`src/rtl/wsw_pkg.sv`:
```
// Shared types and constants of the working set window unit.
package wsw_pkg;

   localparam int unsigned PAGE_W  = 16;  // width of the page field on both channels
   localparam int unsigned POS_W   = 16;  // width of the reference number
   localparam int unsigned SIZE_W  = 5;   // width of the set size field
   localparam int unsigned WSIZE_W = 5;   // width of the window size register

   localparam logic [WSIZE_W-1:0] WSIZE_RESET = 5'd4;
   localparam logic [POS_W-1:0]   POS_MAX     = {POS_W{1'b1}};

   // Control from the sequencer to the sorted list.
   typedef struct packed {
      logic clear;   // empty the list
      logic insert;  // insert the incoming value unless already present
      logic pop;     // drop the head and move every entry down one place
   } list_ctrl_type;

endpackage

```
`src/rtl/wsw_req_if.sv`:
```
// Request channel interface: one page reference per transfer.
interface wsw_req_if;
   logic                       valid;
   logic                       ready;
   logic [wsw_pkg::PAGE_W-1:0] page;

   modport source (output valid, output page, input ready);
   modport sink (input valid, input page, output ready);
endinterface

```
`src/rtl/wsw_rsp_if.sv`:
```
// Response channel interface: one working set member per transfer.
interface wsw_rsp_if;
   logic                       valid;
   logic                       ready;
   logic [wsw_pkg::POS_W-1:0]  position;
   logic [wsw_pkg::PAGE_W-1:0] member;
   logic [wsw_pkg::SIZE_W-1:0] set_size;
   logic                       last;

   modport source (output valid, output position, output member, output set_size,
                   output last, input ready);
   modport sink (input valid, input position, input member, input set_size,
                 input last, output ready);
endinterface

```
`src/rtl/wsw_window_mem.sv`:
```
// Circular store of recent references: one write port, one registered read port.
module wsw_window_mem #(
   parameter int unsigned DEPTH  = 16,
   parameter int unsigned DATA_W = 16,
   parameter int unsigned ADDR_W = 4
) (
   input  logic              clock,
   input  logic              wr_en,
   input  logic [ADDR_W-1:0] wr_addr,
   input  logic [DATA_W-1:0] wr_data,
   input  logic              rd_en,
   input  logic [ADDR_W-1:0] rd_addr,
   output logic [DATA_W-1:0] rd_data
);

   logic [DATA_W-1:0] mem_ff [DEPTH];
   logic [DATA_W-1:0] rd_data_ff;

   always_ff @(posedge clock) begin
      if (wr_en) begin
         mem_ff[wr_addr] <= wr_data;
      end
   end

   always_ff @(posedge clock) begin
      if (rd_en) begin
         rd_data_ff <= mem_ff[rd_addr];
      end
   end

   assign rd_data = rd_data_ff;

endmodule

```
`src/rtl/wsw_sort_list.sv`:
```
// Ascending list of distinct values, filled by parallel insertion, drained from the head.
module wsw_sort_list #(
   parameter int unsigned N      = 16,
   parameter int unsigned DATA_W = 16,
   parameter int unsigned CNT_W  = 5
) (
   input  logic                   clock,
   input  logic                   reset,
   input  wsw_pkg::list_ctrl_type ctrl,
   input  logic [DATA_W-1:0]      din,
   output logic [DATA_W-1:0]      head,
   output logic                   head_last,
   output logic [CNT_W-1:0]       count
);

   logic [N-1:0]      vld_ff, vld_in;
   logic [DATA_W-1:0] val_ff [N];
   logic [DATA_W-1:0] val_in [N];
   logic [CNT_W-1:0]  cnt_ff, cnt_in;

   logic [N-1:0]      below, equal;
   logic [N:0]        below_ext, vld_ext, vld_up;
   logic [DATA_W-1:0] val_ext [N+1];
   logic [DATA_W-1:0] val_up [N+1];
   logic              dup;

   always_comb begin
      for (int i = 0; i < N; i++) begin
         below[i] = vld_ff[i] && (val_ff[i] < din);
         equal[i] = vld_ff[i] && (val_ff[i] == din);
      end
      dup       = |equal;
      // Extended views: entry i+1 is lane i, entry 0 stands for "before the head".
      below_ext = {below, 1'b1};
      vld_ext   = {vld_ff, 1'b1};
      vld_up    = {1'b0, vld_ff};
      val_ext[0] = din;
      for (int i = 0; i < N; i++) begin
         val_ext[i+1] = val_ff[i];
         val_up[i]    = val_ff[i];
      end
      val_up[N] = '0;

      vld_in = vld_ff;
      cnt_in = cnt_ff;
      for (int i = 0; i < N; i++) begin
         val_in[i] = val_ff[i];
      end

      if (ctrl.clear) begin
         vld_in = '0;
         cnt_in = '0;
      end else if (ctrl.insert && !dup) begin
         // Lanes below the new value keep theirs, the first lane above takes it,
         // and the rest move up by one place.
         for (int i = 0; i < N; i++) begin
            if (!below[i]) begin
               val_in[i] = below_ext[i] ? din : val_ext[i];
            end
         end
         vld_in = vld_ff | vld_ext[N-1:0];
         cnt_in = cnt_ff + 1'b1;
      end else if (ctrl.pop) begin
         for (int i = 0; i < N; i++) begin
            val_in[i] = val_up[i+1];
         end
         vld_in = vld_up[N:1];
         cnt_in = cnt_ff - 1'b1;
      end
   end

   always_ff @(posedge clock) begin
      if (reset) begin
         vld_ff <= '0;
         cnt_ff <= '0;
      end else begin
         vld_ff <= vld_in;
         cnt_ff <= cnt_in;
      end
   end

   always_ff @(posedge clock) begin
      for (int i = 0; i < N; i++) begin
         val_ff[i] <= val_in[i];
      end
   end

   assign head      = val_ff[0];
   assign head_last = !vld_up[1];
   assign count     = cnt_ff;

endmodule

```
`src/rtl/working_set_window_unit.sv`:
```
// Top level of the working set window unit: sequencer, counters and response register.
// The first member of a set leaves after the last count references are loaded into the sorted list,
// where count = min(references seen, window); the others follow one per cycle while the receiver is ready.
// A new reference is taken only once the previous set is fully drained; the pace is set by the single
// read port of the window store and by the one-member-per-cycle drain of the sorted list.
// Reset (synchronous, active high) clears counters, the window size to 4, and the list.
module working_set_window_unit #(
   parameter int unsigned WINDOW_MAX = 16,
   parameter int unsigned PAGE_BITS  = 16
) (
   input  logic                                clock,
   input  logic                                reset,
   wsw_req_if.sink                             req_if,
   wsw_rsp_if.source                           rsp_if,
   input  logic                                csr_write_enable,
   input  logic [wsw_pkg::WSIZE_W-1:0]         csr_write_data
);

   // Slot index, fill count and the compare width used for the window clamp.
   localparam int unsigned SLOT_W = (WINDOW_MAX > 1) ? $clog2(WINDOW_MAX) : 1;
   localparam int unsigned FILL_W = $clog2(WINDOW_MAX + 1);
   localparam int unsigned CMP_W  = (FILL_W > wsw_pkg::WSIZE_W) ? FILL_W : wsw_pkg::WSIZE_W;
   localparam logic [SLOT_W-1:0] SLOT_LAST = SLOT_W'(WINDOW_MAX - 1);
   localparam logic [FILL_W-1:0] FILL_MAX  = FILL_W'(WINDOW_MAX);

   // The sequencer idles for a request, loads the last count references from the
   // store into the sorted list, then drains the list into the response register.
   typedef enum logic [1:0] {
      ST_IDLE,
      ST_LOAD,
      ST_EMIT
   } state_type;

   state_type                        state_ff, state_in;
   logic [wsw_pkg::WSIZE_W-1:0]      wsize_ff, wsize_in;
   logic [SLOT_W-1:0]                wslot_ff, wslot_in;
   logic [FILL_W-1:0]                filled_ff, filled_in;
   logic [wsw_pkg::POS_W-1:0]        refcnt_ff, refcnt_in;
   logic [FILL_W-1:0]                count_ff, count_in;
   logic [FILL_W-1:0]                issued_ff, issued_in;
   logic [SLOT_W-1:0]                rslot_ff, rslot_in;
   logic                             rdv_ff, rdv_in;
   logic [wsw_pkg::SIZE_W-1:0]       size_ff, size_in;

   // Response register.
   logic                             rsp_valid_ff, rsp_valid_in;
   logic [wsw_pkg::POS_W-1:0]        rsp_pos_ff, rsp_pos_in;
   logic [wsw_pkg::PAGE_W-1:0]       rsp_member_ff, rsp_member_in;
   logic [wsw_pkg::SIZE_W-1:0]       rsp_size_ff, rsp_size_in;
   logic                             rsp_last_ff, rsp_last_in;

   logic                             req_xfer;
   logic                             rd_en;
   logic [PAGE_BITS-1:0]             rd_data;
   logic [PAGE_BITS-1:0]             head;
   logic                             head_last;
   logic [FILL_W-1:0]                list_cnt;
   wsw_pkg::list_ctrl_type           list_ctrl;
   logic [CMP_W-1:0]                 span;
   logic [CMP_W-1:0]                 filled_ext;
   logic                             out_free;

   assign req_if.ready = (state_ff == ST_IDLE);
   assign req_xfer     = req_if.valid && req_if.ready;
   assign out_free     = !rsp_valid_ff || rsp_if.ready;

   // A zero window acts as one reference; an oversized one is held to the store depth.
   always_comb begin
      if (wsize_ff == '0) begin
         span = CMP_W'(1);
      end else if (CMP_W'(wsize_ff) > CMP_W'(WINDOW_MAX)) begin
         span = CMP_W'(WINDOW_MAX);
      end else begin
         span = CMP_W'(wsize_ff);
      end
   end

   always_comb begin
      state_in      = state_ff;
      wsize_in      = csr_write_enable ? csr_write_data : wsize_ff;
      wslot_in      = wslot_ff;
      filled_in     = filled_ff;
      refcnt_in     = refcnt_ff;
      count_in      = count_ff;
      issued_in     = issued_ff;
      rslot_in      = rslot_ff;
      rdv_in        = 1'b0;
      size_in       = size_ff;
      rsp_valid_in  = rsp_valid_ff && !rsp_if.ready;
      rsp_pos_in    = rsp_pos_ff;
      rsp_member_in = rsp_member_ff;
      rsp_size_in   = rsp_size_ff;
      rsp_last_in   = rsp_last_ff;
      list_ctrl     = '0;
      rd_en         = 1'b0;
      filled_ext    = CMP_W'(filled_ff);

      unique case (state_ff)
         ST_IDLE: begin
            if (req_xfer) begin
               // The new reference is written at this edge; the counters advance with it.
               wslot_in   = (wslot_ff == SLOT_LAST) ? '0 : wslot_ff + 1'b1;
               filled_in  = (filled_ff == FILL_MAX) ? filled_ff : filled_ff + 1'b1;
               refcnt_in  = (refcnt_ff == wsw_pkg::POS_MAX) ? refcnt_ff : refcnt_ff + 1'b1;
               filled_ext = CMP_W'(filled_in);
               count_in   = (filled_ext < span) ? filled_in : FILL_W'(span);
               issued_in  = '0;
               rslot_in   = wslot_ff;
               list_ctrl.clear = 1'b1;
               state_in   = ST_LOAD;
            end
         end
         ST_LOAD: begin
            // Reads walk back from the newest slot; each word is inserted in the cycle after its read.
            if (issued_ff != count_ff) begin
               rd_en     = 1'b1;
               rdv_in    = 1'b1;
               issued_in = issued_ff + 1'b1;
               rslot_in  = (rslot_ff == '0) ? SLOT_LAST : rslot_ff - 1'b1;
            end
            list_ctrl.insert = rdv_ff;
            if ((issued_ff == count_ff) && !rdv_ff) begin
               size_in  = wsw_pkg::SIZE_W'(list_cnt);
               state_in = ST_EMIT;
            end
         end
         ST_EMIT: begin
            if (out_free) begin
               rsp_valid_in  = 1'b1;
               rsp_pos_in    = refcnt_ff;
               rsp_member_in = wsw_pkg::PAGE_W'(head);
               rsp_size_in   = size_ff;
               rsp_last_in   = head_last;
               list_ctrl.pop = 1'b1;
               if (head_last) begin
                  state_in = ST_IDLE;
               end
            end
         end
         default: begin
            state_in = ST_IDLE;
         end
      endcase
   end

   always_ff @(posedge clock) begin
      if (reset) begin
         state_ff     <= ST_IDLE;
         wsize_ff     <= wsw_pkg::WSIZE_RESET;
         wslot_ff     <= '0;
         filled_ff    <= '0;
         refcnt_ff    <= '0;
         count_ff     <= '0;
         issued_ff    <= '0;
         rslot_ff     <= '0;
         rdv_ff       <= 1'b0;
         size_ff      <= '0;
         rsp_valid_ff <= 1'b0;
      end else begin
         state_ff     <= state_in;
         wsize_ff     <= wsize_in;
         wslot_ff     <= wslot_in;
         filled_ff    <= filled_in;
         refcnt_ff    <= refcnt_in;
         count_ff     <= count_in;
         issued_ff    <= issued_in;
         rslot_ff     <= rslot_in;
         rdv_ff       <= rdv_in;
         size_ff      <= size_in;
         rsp_valid_ff <= rsp_valid_in;
      end
      rsp_pos_ff    <= rsp_pos_in;
      rsp_member_ff <= rsp_member_in;
      rsp_size_ff   <= rsp_size_in;
      rsp_last_ff   <= rsp_last_in;
   end

   assign rsp_if.valid    = rsp_valid_ff;
   assign rsp_if.position = rsp_pos_ff;
   assign rsp_if.member   = rsp_member_ff;
   assign rsp_if.set_size = rsp_size_ff;
   assign rsp_if.last     = rsp_last_ff;

   // The write of a new reference and the reads of its window never share a cycle:
   // reads start in the state after the write, so no forwarding is needed.
   wsw_window_mem #(
      .DEPTH  (WINDOW_MAX),
      .DATA_W (PAGE_BITS),
      .ADDR_W (SLOT_W)
   ) u_mem (
      .clock   (clock),
      .wr_en   (req_xfer),
      .wr_addr (wslot_ff),
      .wr_data (PAGE_BITS'(req_if.page)),
      .rd_en   (rd_en),
      .rd_addr (rslot_ff),
      .rd_data (rd_data)
   );

   wsw_sort_list #(
      .N      (WINDOW_MAX),
      .DATA_W (PAGE_BITS),
      .CNT_W  (FILL_W)
   ) u_list (
      .clock     (clock),
      .reset     (reset),
      .ctrl      (list_ctrl),
      .din       (rd_data),
      .head      (head),
      .head_last (head_last),
      .count     (list_cnt)
   );

   // The issue counter never runs past the number of references in the window.
   a_issue_bound: assert property (@(posedge clock) disable iff (reset)
      issued_ff <= count_ff)
      else $error("read issue count exceeds window count");

   // The list is never empty while members are being drained.
   a_emit_nonempty: assert property (@(posedge clock) disable iff (reset)
      (state_ff == ST_EMIT) |-> (list_cnt != '0))
      else $error("drain started on an empty list");

   // A new request is never taken while a store read is still in flight.
   a_no_read_in_idle: assert property (@(posedge clock) disable iff (reset)
      req_if.ready |-> !rdv_ff)
      else $error("store read pending while idle");

   // The final member of a set moves the sequencer back to idle.
   a_last_ends_set: assert property (@(posedge clock) disable iff (reset)
      (state_ff == ST_EMIT && out_free && head_last) |=> (state_ff == ST_IDLE))
      else $error("set did not end on its last member");

endmodule
```
`src/flat_wrapper.sv`:
```
// flat-port wrapper written by rule: the top's interface ports become plain ports
module working_set_window_unit_flat 
#(
   parameter int unsigned WINDOW_MAX = 16,
   parameter int unsigned PAGE_BITS  = 16
)
  (clock, reset, csr_write_enable, csr_write_data, req_if_valid, req_if_page, req_if_ready, rsp_if_valid, rsp_if_position, rsp_if_member, rsp_if_set_size, rsp_if_last, rsp_if_ready);
  wsw_req_if req_if_i ();
  wsw_rsp_if rsp_if_i ();
  input  logic clock;
  input  logic reset;
  input  logic csr_write_enable;
  input  logic [wsw_pkg::WSIZE_W-1:0] csr_write_data;
  input wire logic [$bits(req_if_i.valid)-1:0] req_if_valid;
  input wire logic [$bits(req_if_i.page)-1:0] req_if_page;
  output wire logic [$bits(req_if_i.ready)-1:0] req_if_ready;
  output wire logic [$bits(rsp_if_i.valid)-1:0] rsp_if_valid;
  output wire logic [$bits(rsp_if_i.position)-1:0] rsp_if_position;
  output wire logic [$bits(rsp_if_i.member)-1:0] rsp_if_member;
  output wire logic [$bits(rsp_if_i.set_size)-1:0] rsp_if_set_size;
  output wire logic [$bits(rsp_if_i.last)-1:0] rsp_if_last;
  input wire logic [$bits(rsp_if_i.ready)-1:0] rsp_if_ready;
  assign req_if_i.valid = req_if_valid;
  assign req_if_i.page = req_if_page;
  assign req_if_ready = req_if_i.ready;
  assign rsp_if_valid = rsp_if_i.valid;
  assign rsp_if_position = rsp_if_i.position;
  assign rsp_if_member = rsp_if_i.member;
  assign rsp_if_set_size = rsp_if_i.set_size;
  assign rsp_if_last = rsp_if_i.last;
  assign rsp_if_i.ready = rsp_if_ready;
  working_set_window_unit #(.WINDOW_MAX(WINDOW_MAX), .PAGE_BITS(PAGE_BITS)) u_core (.clock(clock), .reset(reset), .req_if(req_if_i), .rsp_if(rsp_if_i), .csr_write_enable(csr_write_enable), .csr_write_data(csr_write_data));
endmodule
```
`config.mk`:
```
export PLATFORM = sky130hd
export DESIGN_NAME = working_set_window_unit_flat
export DESIGN_NICKNAME = d
export VERILOG_FILES = /design/src/rtl/wsw_pkg.sv /design/src/rtl/wsw_req_if.sv /design/src/rtl/wsw_rsp_if.sv /design/src/rtl/wsw_window_mem.sv /design/src/rtl/wsw_sort_list.sv /design/src/rtl/working_set_window_unit.sv /design/src/flat_wrapper.sv
export SDC_FILE = /design/constraint.sdc
export NUM_CORES = 1
export LEC_CHECK = 0
export CAP_MARGIN = 15
export CORE_AREA = 5 5 302 245
export CTS_CLUSTER_SIZE = 10
export DETAILED_ROUTE_END_ITERATION = 7
export DIE_AREA = 0 0 307 250
export DONT_BUFFER_PORTS = 1
export RECOVER_POWER = 100
export SKIP_LAST_GASP = 1
export SLEW_MARGIN = 5
export SYNTH_ARGS = -nofsm -noshare
export SYNTH_HDL_FRONTEND = slang
export SYNTH_SLANG_ARGS = --single-unit
```
`constraint.sdc`:
```
create_clock -name clock -period 11.9 [get_ports clock]
set_input_delay 0.595 -clock clock [delete_from_list [all_inputs] [get_ports clock]]
set_output_delay 0.595 -clock clock [all_outputs]
set_load 0.05 [all_outputs]
```
==> results of run 1 <==
-- cells by family after synthesis --
logic type / Yosys count
adder cells (fa/ha/maj): 271
flip-flops: 640
XOR/XNOR: 27
AO/OA/AOI/OAI: 544
AND/OR/NAND/NOR: 633
buffers and inverters: 194
multiplexers: 333
-- final cells by class --
cell class | count | area, um2 | share of cell area [%]
Sequential cell | 640 | 18500 | 50.5
Multi-Input combinational cell | 1808 | 14200 | 38.9
Clock buffer | 102 | 2010 | 5.50
Tap cell | 945 | 1180 | 3.23
Timing Repair Buffer | 62 | 343 | 0.938
Inverter | 57 | 221 | 0.606
Clock inverter | 10 | 120 | 0.328
-- worst paths after layout --
kind | end | cells after the start
worst max-delay path | u_core.u_list.val_ff[0][104]$_DFFE_PP_ | 11
worst min-delay path | u_core.filled_ff[4]$_SDFFE_PP0P_ | 1
worst max register to register | u_core.u_list.val_ff[0][104]$_DFFE_PP_ | 11
worst min register to register | u_core.rsp_if.set_size[4]$_DFFE_PP_ | 0
-- flip-flops by register name, indices dropped and copies added (netlist names), 2 cells and up --
register,flops
u_core.count_ff,5
u_core.filled_ff,5
u_core.issued_ff,5
u_core.refcnt_ff,16
u_core.rslot_ff,4
u_core.rsp_if.member,16
u_core.rsp_if.position,16
u_core.rsp_if.set_size,5
u_core.size_ff,5
u_core.state_ff,2
u_core.u_list.count,5
u_core.u_list.val_ff,256
u_core.u_list.vld_ff,16
u_core.u_mem.mem_ff,256
u_core.u_mem.rd_data,16
u_core.wsize_ff,5
u_core.wslot_ff,4
-- layer usage --
layer	part of all wire (%)	vias to the layer above
met5	0	-
met4	1.6	0
met3	7.9	82
met2	41	648
met1	49	10917
li1	-	10071
-- synth_stat cells (11+ instances only) --
master / instances
a21o_1: 57
a21oi_1: 86
a21oi_2: 17
a31oi_1: 14
buf_2: 42
clkbuf_1: 77
dfxtp_1: 74
edfxtp_1: 566
ha_1: 271
inv_1: 56
mux2i_1: 253
mux4_2: 80
nand2_1: 316
nand2b_1: 25
nand3_1: 23
nand4_1: 68
nor2_1: 114
nor2b_1: 26
nor3_1: 22
o21ai_0: 152
o21ai_1: 156
or3_1: 11
xor2_1: 18
-- cells in the final DEF, fill, tap and decap left out, types with 8 or more instances in the layout --
| cell | n |
|---|---|
| edfxtp_1 | 566 |
| nand2_1 | 316 |
| o21ai_0 | 301 |
| ha_1 | 271 |
| mux2i_1 | 253 |
| nor2_1 | 106 |
| a21oi_1 | 86 |
| mux4_2 | 80 |
| clkbuf_16 | 76 |
| dfxtp_1 | 72 |
| nand4_1 | 68 |
| clkbuf_1 | 61 |
| a21o_1 | 57 |
| inv_1 | 55 |
| nor2b_1 | 26 |
| nand2b_1 | 25 |
| buf_4 | 25 |
| nand3_1 | 23 |
| nor3_1 | 22 |
| xor2_1 | 18 |
| a21oi_2 | 17 |
| a31oi_1 | 14 |
| or3_1 | 11 |
| xnor2_1 | 9 |
| nor4_1 | 9 |
| a211o_1 | 9 |
| o21a_1 | 8 |
| nor2_2 | 8 |
-- worst max-delay path, cell delays in order, from the launching register on --
cell,delay (ps)
edfxtp_1,760
inv_1,550
ha_1,460
nand4_1,310
nor4_1,170
nand4_1,140
nand4_1,110
nor4_1,830
and2_0,1860
inv_8,780
o21ai_0,990
clkbuf_1,690
-- through the flow --
| step | area [um2] | cells | total power (W) |
|---|---|---|---|
| floorplan | 33500 | 2642 | 0.00334 |
| global placement | 34600 | 3512 | 0.00361 |
| detailed placement | 34600 | 3512 | 0.00364 |
| CTS | 36700 | 3624 | 0.00572 |
| global route | 36600 | 3624 | 0.00594 |
| finish | 36600 | 3624 | 0.00567 |
-- report_power, final --
part           switching [W]  leakage [nW]  internal, W  total, W
sequential          0.000120          5.71      0.00258   0.00270
clock               0.000896          1.03      0.00118   0.00208
combinational       0.000537          6.12     0.000355  0.000892
total                0.00155          12.9      0.00412   0.00567
==> results.sh, run 1 <==
export IMPL_status="finished with violations"
export IMPL_violations="max-capacitance violations, max-slew violations"
export IMPL_grtUsageTotal_pct=21.4
export IMPL_placementRows=88
export IMPL_p_leak_nw=12.9
export IMPL_setup_tns_ps=0
export IMPL_seq_area_frac_synth_pct=55.2
export IMPL_relSlewSlack_pct=-184
export IMPL_gr_usage_met2_pct=30.1
export IMPL_finalNetCount=2941
export IMPL_yosys_area_share_simple_pct=8.54
export IMPL_clk_pin_slew_ps=60
export IMPL_maxCapViolations=7
export IMPL_syn_num_nets=2939
export IMPL_cts_tree="yes"
export IMPL_drtIter0Drc=1899
export IMPL_clk_latency_ps=620
export IMPL_synth_distinct_cells=62
export IMPL_required_ps=12140
export IMPL_post_route_util_pct=51.5
export IMPL_start_kind="flop"
export IMPL_wirelength_mm=83.5
export IMPL_drt_antenna_violating_nets=0
export IMPL_fillerInstances=6110
export IMPL_synth_top_area_cell="edfxtp_1"
export IMPL_viasPerCell=5.99
export IMPL_io_buffer_count=0
export IMPL_yosys_most_used_dff="edfxtp_1"
export IMPL_fp_coreArea_um2=71000
export IMPL_hold_viol=0
export IMPL_yosysTopAreaCellShare_pct=50.8
export IMPL_drv_slew=257
export IMPL_ys_seq_elements=640
export IMPL_grt_pass1_wl_mm=129
export IMPL_first_global_vias=21633
export IMPL_synth_top_family_by_area="multiplexers"
export IMPL_n_antenna_cell=0
export IMPL_io_pins=66
export IMPL_synthMuxAreaShare_pct=13.0
export IMPL_worst_pin_slew_ps=4260
export IMPL_syn_to_final_growth_pct=9.26
export IMPL_synth_compound_area_share_pct=9.91
export IMPL_synth_edff_count=566
export IMPL_crit_path_start="u_core.u_mem.rd_data[9]$_DFFE_PP_"
export IMPL_vias=21718
export IMPL_ctsHoldBuffers=0
export IMPL_drive_gt1_share_pct=8.92
export IMPL_reg2reg_from="u_core.u_mem.rd_data[9]$_DFFE_PP_"
export IMPL_drc=0
export IMPL_setup_viol=0
export IMPL_worst_setup_path_type="flop to flop"
export IMPL_grtUsageMet1_pct=34.1
export IMPL_gr_usage_met3_pct=5.18
export IMPL_period_share_pct=69.2
export IMPL_grt_ovfl_total=0
export IMPL_initial_utilization_pct=47.1
export IMPL_peakVddDrop_uv=113
export IMPL_async_reset_ff_share_pct=0
export IMPL_dieArea_um2=76800
export IMPL_wire_per_inst_um=23.0
export IMPL_yosysWarnings=0
export IMPL_drt_pre_antenna_iters=7
export IMPL_rsz0062_at_grt="false"
export IMPL_die_h_um=250
export IMPL_cts_root_buf="clkbuf_16"
export IMPL_synth_xor_area_share_pct=0.707
export IMPL_synth_area_leaders="edfxtp_1, ha_1, mux2i_1"
export IMPL_clk_path_buf_depth=3
export IMPL_r2r_slack_ps=3660
export IMPL_fin_crit_ps=8240
export IMPL_cts_htree_levels=3
export IMPL_power_density_nw_per_um2=155
export IMPL_dieWidth_um=307
export IMPL_finClkSkew_ps=30.5
export IMPL_hpwl_mm=57.4
export IMPL_worst_path_max_fanout=189
export IMPL_busiest_layer="met1"
export IMPL_cts_buffers=75
export IMPL_timing_hold_ws_ps=50.6
export IMPL_synthAdderAreaFrac_pct=10.1
export IMPL_grt_max_degree=311
export IMPL_antenna_found_initial=0
export IMPL_max_freq_mhz=121
export IMPL_synthCells=2642
export IMPL_crit_path_end_kind="flop"
export IMPL_pre_cts_ws_ps=5670
export IMPL_post_cts_setup_buffer_count=0
export IMPL_syn_avg_cell_area_um2=12.7
export IMPL_synth_area_um2=33500
export IMPL_ctsResizeCount=0
export IMPL_setup_slack_ps=3660
export IMPL_gp_congestion=0.812
export IMPL_min_from="reset"
export IMPL_worstPathArrival_ps=8470
export IMPL_hold_class="primary input to flop"
export IMPL_cts_sink_count=640
Note: power is estimated with default switching activity, not from simulation.
==> run 2, diff against run 1 <==
- clock period: 11.9 -> 7.6 ns (I/O delays scaled with it)
==> results.sh, run 2 (synthesis results as in run 1) <==
export IMPL_drtIter0Drc=1940
export IMPL_initial_utilization_pct=47.1
export IMPL_drc=0
export IMPL_relSlewSlack_pct=-184
export IMPL_power_density_nw_per_um2=242
export IMPL_slowest_delay_ps=1230
export IMPL_dieArea_um2=76800
export IMPL_antenna_found_initial=3
export IMPL_drt_antenna_violating_nets=0
export IMPL_setup_slack_ps=1350
export IMPL_clk_latency_ps=620
export IMPL_gp_congestion=0.877
export IMPL_pre_cts_ws_ps=2450
export IMPL_path_delay_family="compound AO/OA/AOI/OAI gates"
export IMPL_placementRows=88
export IMPL_clk_pin_slew_ps=60
export IMPL_cts_sink_count=640
export IMPL_cts_buffers=75
export IMPL_setup_viol=0
export IMPL_viasPerCell=6.05
export IMPL_cts_htree_levels=3
export IMPL_vias=22143
export IMPL_die_h_um=250
export IMPL_cp_slowest_cell="a221oi_1"
export IMPL_worst_setup_path_type="flop to flop"
export IMPL_first_global_vias=21716
export IMPL_hold_viol=0
export IMPL_clk_path_buf_depth=3
export IMPL_hold_class="primary input to flop"
export IMPL_worst_path_most_repeated_cell="a21o_1"
export IMPL_hpwl_mm=61.5
export IMPL_place_inst=3520
export IMPL_peakVddDrop_uv=153
export IMPL_cp_num_buf_inv=3
export IMPL_max_freq_mhz=160
export IMPL_maxCapViolations=7
export IMPL_fp_coreArea_um2=71000
export IMPL_violations="max-capacitance violations, max-slew violations"
export IMPL_grt_max_degree=216
export IMPL_grt_pass1_wl_mm=135
export IMPL_grtUsageTotal_pct=22.8
export IMPL_n_antenna_cell=0
export IMPL_syn_to_final_growth_pct=10.3
export IMPL_status="finished with violations"
export IMPL_drv_slew=226
export IMPL_finalNetCount=2978
export IMPL_wire_per_inst_um=24.3
export IMPL_required_ps=7730
export IMPL_grt_ovfl_total=0
export IMPL_path_cells="inv_1, ha_1, a21o_1, a21o_1, a21o_1, a21o_1, a211o_1, a221oi_1, clkbuf_1, a21oi_1, clkbuf_1"
export IMPL_finClkSkew_ps=23.4
export IMPL_drt_pre_antenna_iters=7
export IMPL_wirelength_mm=89.0
export IMPL_p_leak_nw=13.0
export IMPL_cts_root_buf="clkbuf_16"
export IMPL_cts_tree="yes"
export IMPL_worst_pin_slew_ps=4260
export IMPL_io_buffer_count=0
export IMPL_final_cell_mix="edfxtp_1, nand2_1, o21ai_0"
export IMPL_worstPathArrival_ps=6380
export IMPL_setup_tns_ps=0
export IMPL_reg_top3="u_core.u_list.val_ff x256, u_core.u_mem.mem_ff x256"
export IMPL_drive_gt1_share_pct=9.13
export IMPL_final_cells=3661
export IMPL_worst_path_max_fanout=17
export IMPL_final_common_cell="edfxtp_1"
export IMPL_rsz0062_at_grt="false"
export IMPL_period_share_pct=82.3
export IMPL_crit_path_end_kind="flop"
export IMPL_fin_crit_ps=6250
export IMPL_start_kind="flop"
export IMPL_dieWidth_um=307
export IMPL_io_pins=66
==> run 2: worst reg2reg max path, cell delays in order (launching register included) <==
cell and delay, ps:
edfxtp_1 780, inv_1 580, ha_1 470, a21o_1 160
a21o_1 170, a21o_1 160, a21o_1 210, a211o_1 310
a221oi_1 1230, clkbuf_1 920, a21oi_1 170, clkbuf_1 610
==> run 2: path summary, 6_finish.rpt <==
| kind | to | from | slack [ps] | cells after the start |
|---|---|---|---|---|
| worst min register to register | u_core.rsp_if.set_size[1]$_DFFE_PP_ | u_core.size_ff[1]$_SDFFE_PP0P_ | 430 | 0 |
| worst min-delay path | u_core.state_ff[1]$_SDFFE_PP0P_ | rsp_if_ready | 30 | 3 |
| worst max-delay path | u_core.u_list.val_ff[1][108]$_DFFE_PP_ | u_core.u_mem.rd_data[9]$_DFFE_PP_ | 1350 | 11 |
| worst max register to register | u_core.u_list.val_ff[1][108]$_DFFE_PP_ | u_core.u_mem.rd_data[9]$_DFFE_PP_ | 1350 | 11 |
==> run 2: layout make-up <==
type                    instances  area [um2]
flip-flops and latches        640       18500
well taps                     945        1180
repair buffers                 99         719
fillers                      6024       34100
clock buffers                 105        2020
clock inverters                 7         106
multi-input cells            1808       14200
inverters                      57         221
==> run 2: per-layer routing <==
metal	global-route usage [%]	wire, um	share of wire (%)
met2	31.6	36400	41
met1	36.3	44100	50
met4	4.58	1520	1.7
met5	0	21	0.024
met3	5.65	7020	7.9
==> run 2: per-stage QoR <==
stage	hold WS, ps	power [W]	utilization (%)	cell area (um2)
finish	32.0	0.00895	52.0	36900
global route	4.29	0.00934	52.0	36900
CTS	0.293	0.00901	52.2	37100
detailed placement	422	0.00572	48.8	34700
global placement	429	0.00568	48.8	34700
floorplan	408	0.00524	-	33500
==> run 2: what timing repair did <==
item	in CTS	in global routing
resized for setup	0	0
buffers inserted	0	0
endpoints found under the hold margin	309	0
hold buffers	28	0
==> run 2: where the power goes <==
group / total (W) / switching (W) / internal, W
registers: 0.00426 / 0.000211 / 0.00404
logic: 0.00145 / 0.000876 / 0.000572
clock network: 0.00325 / 0.00138 / 0.00187
total: 0.00895 / 0.00246 / 0.00649
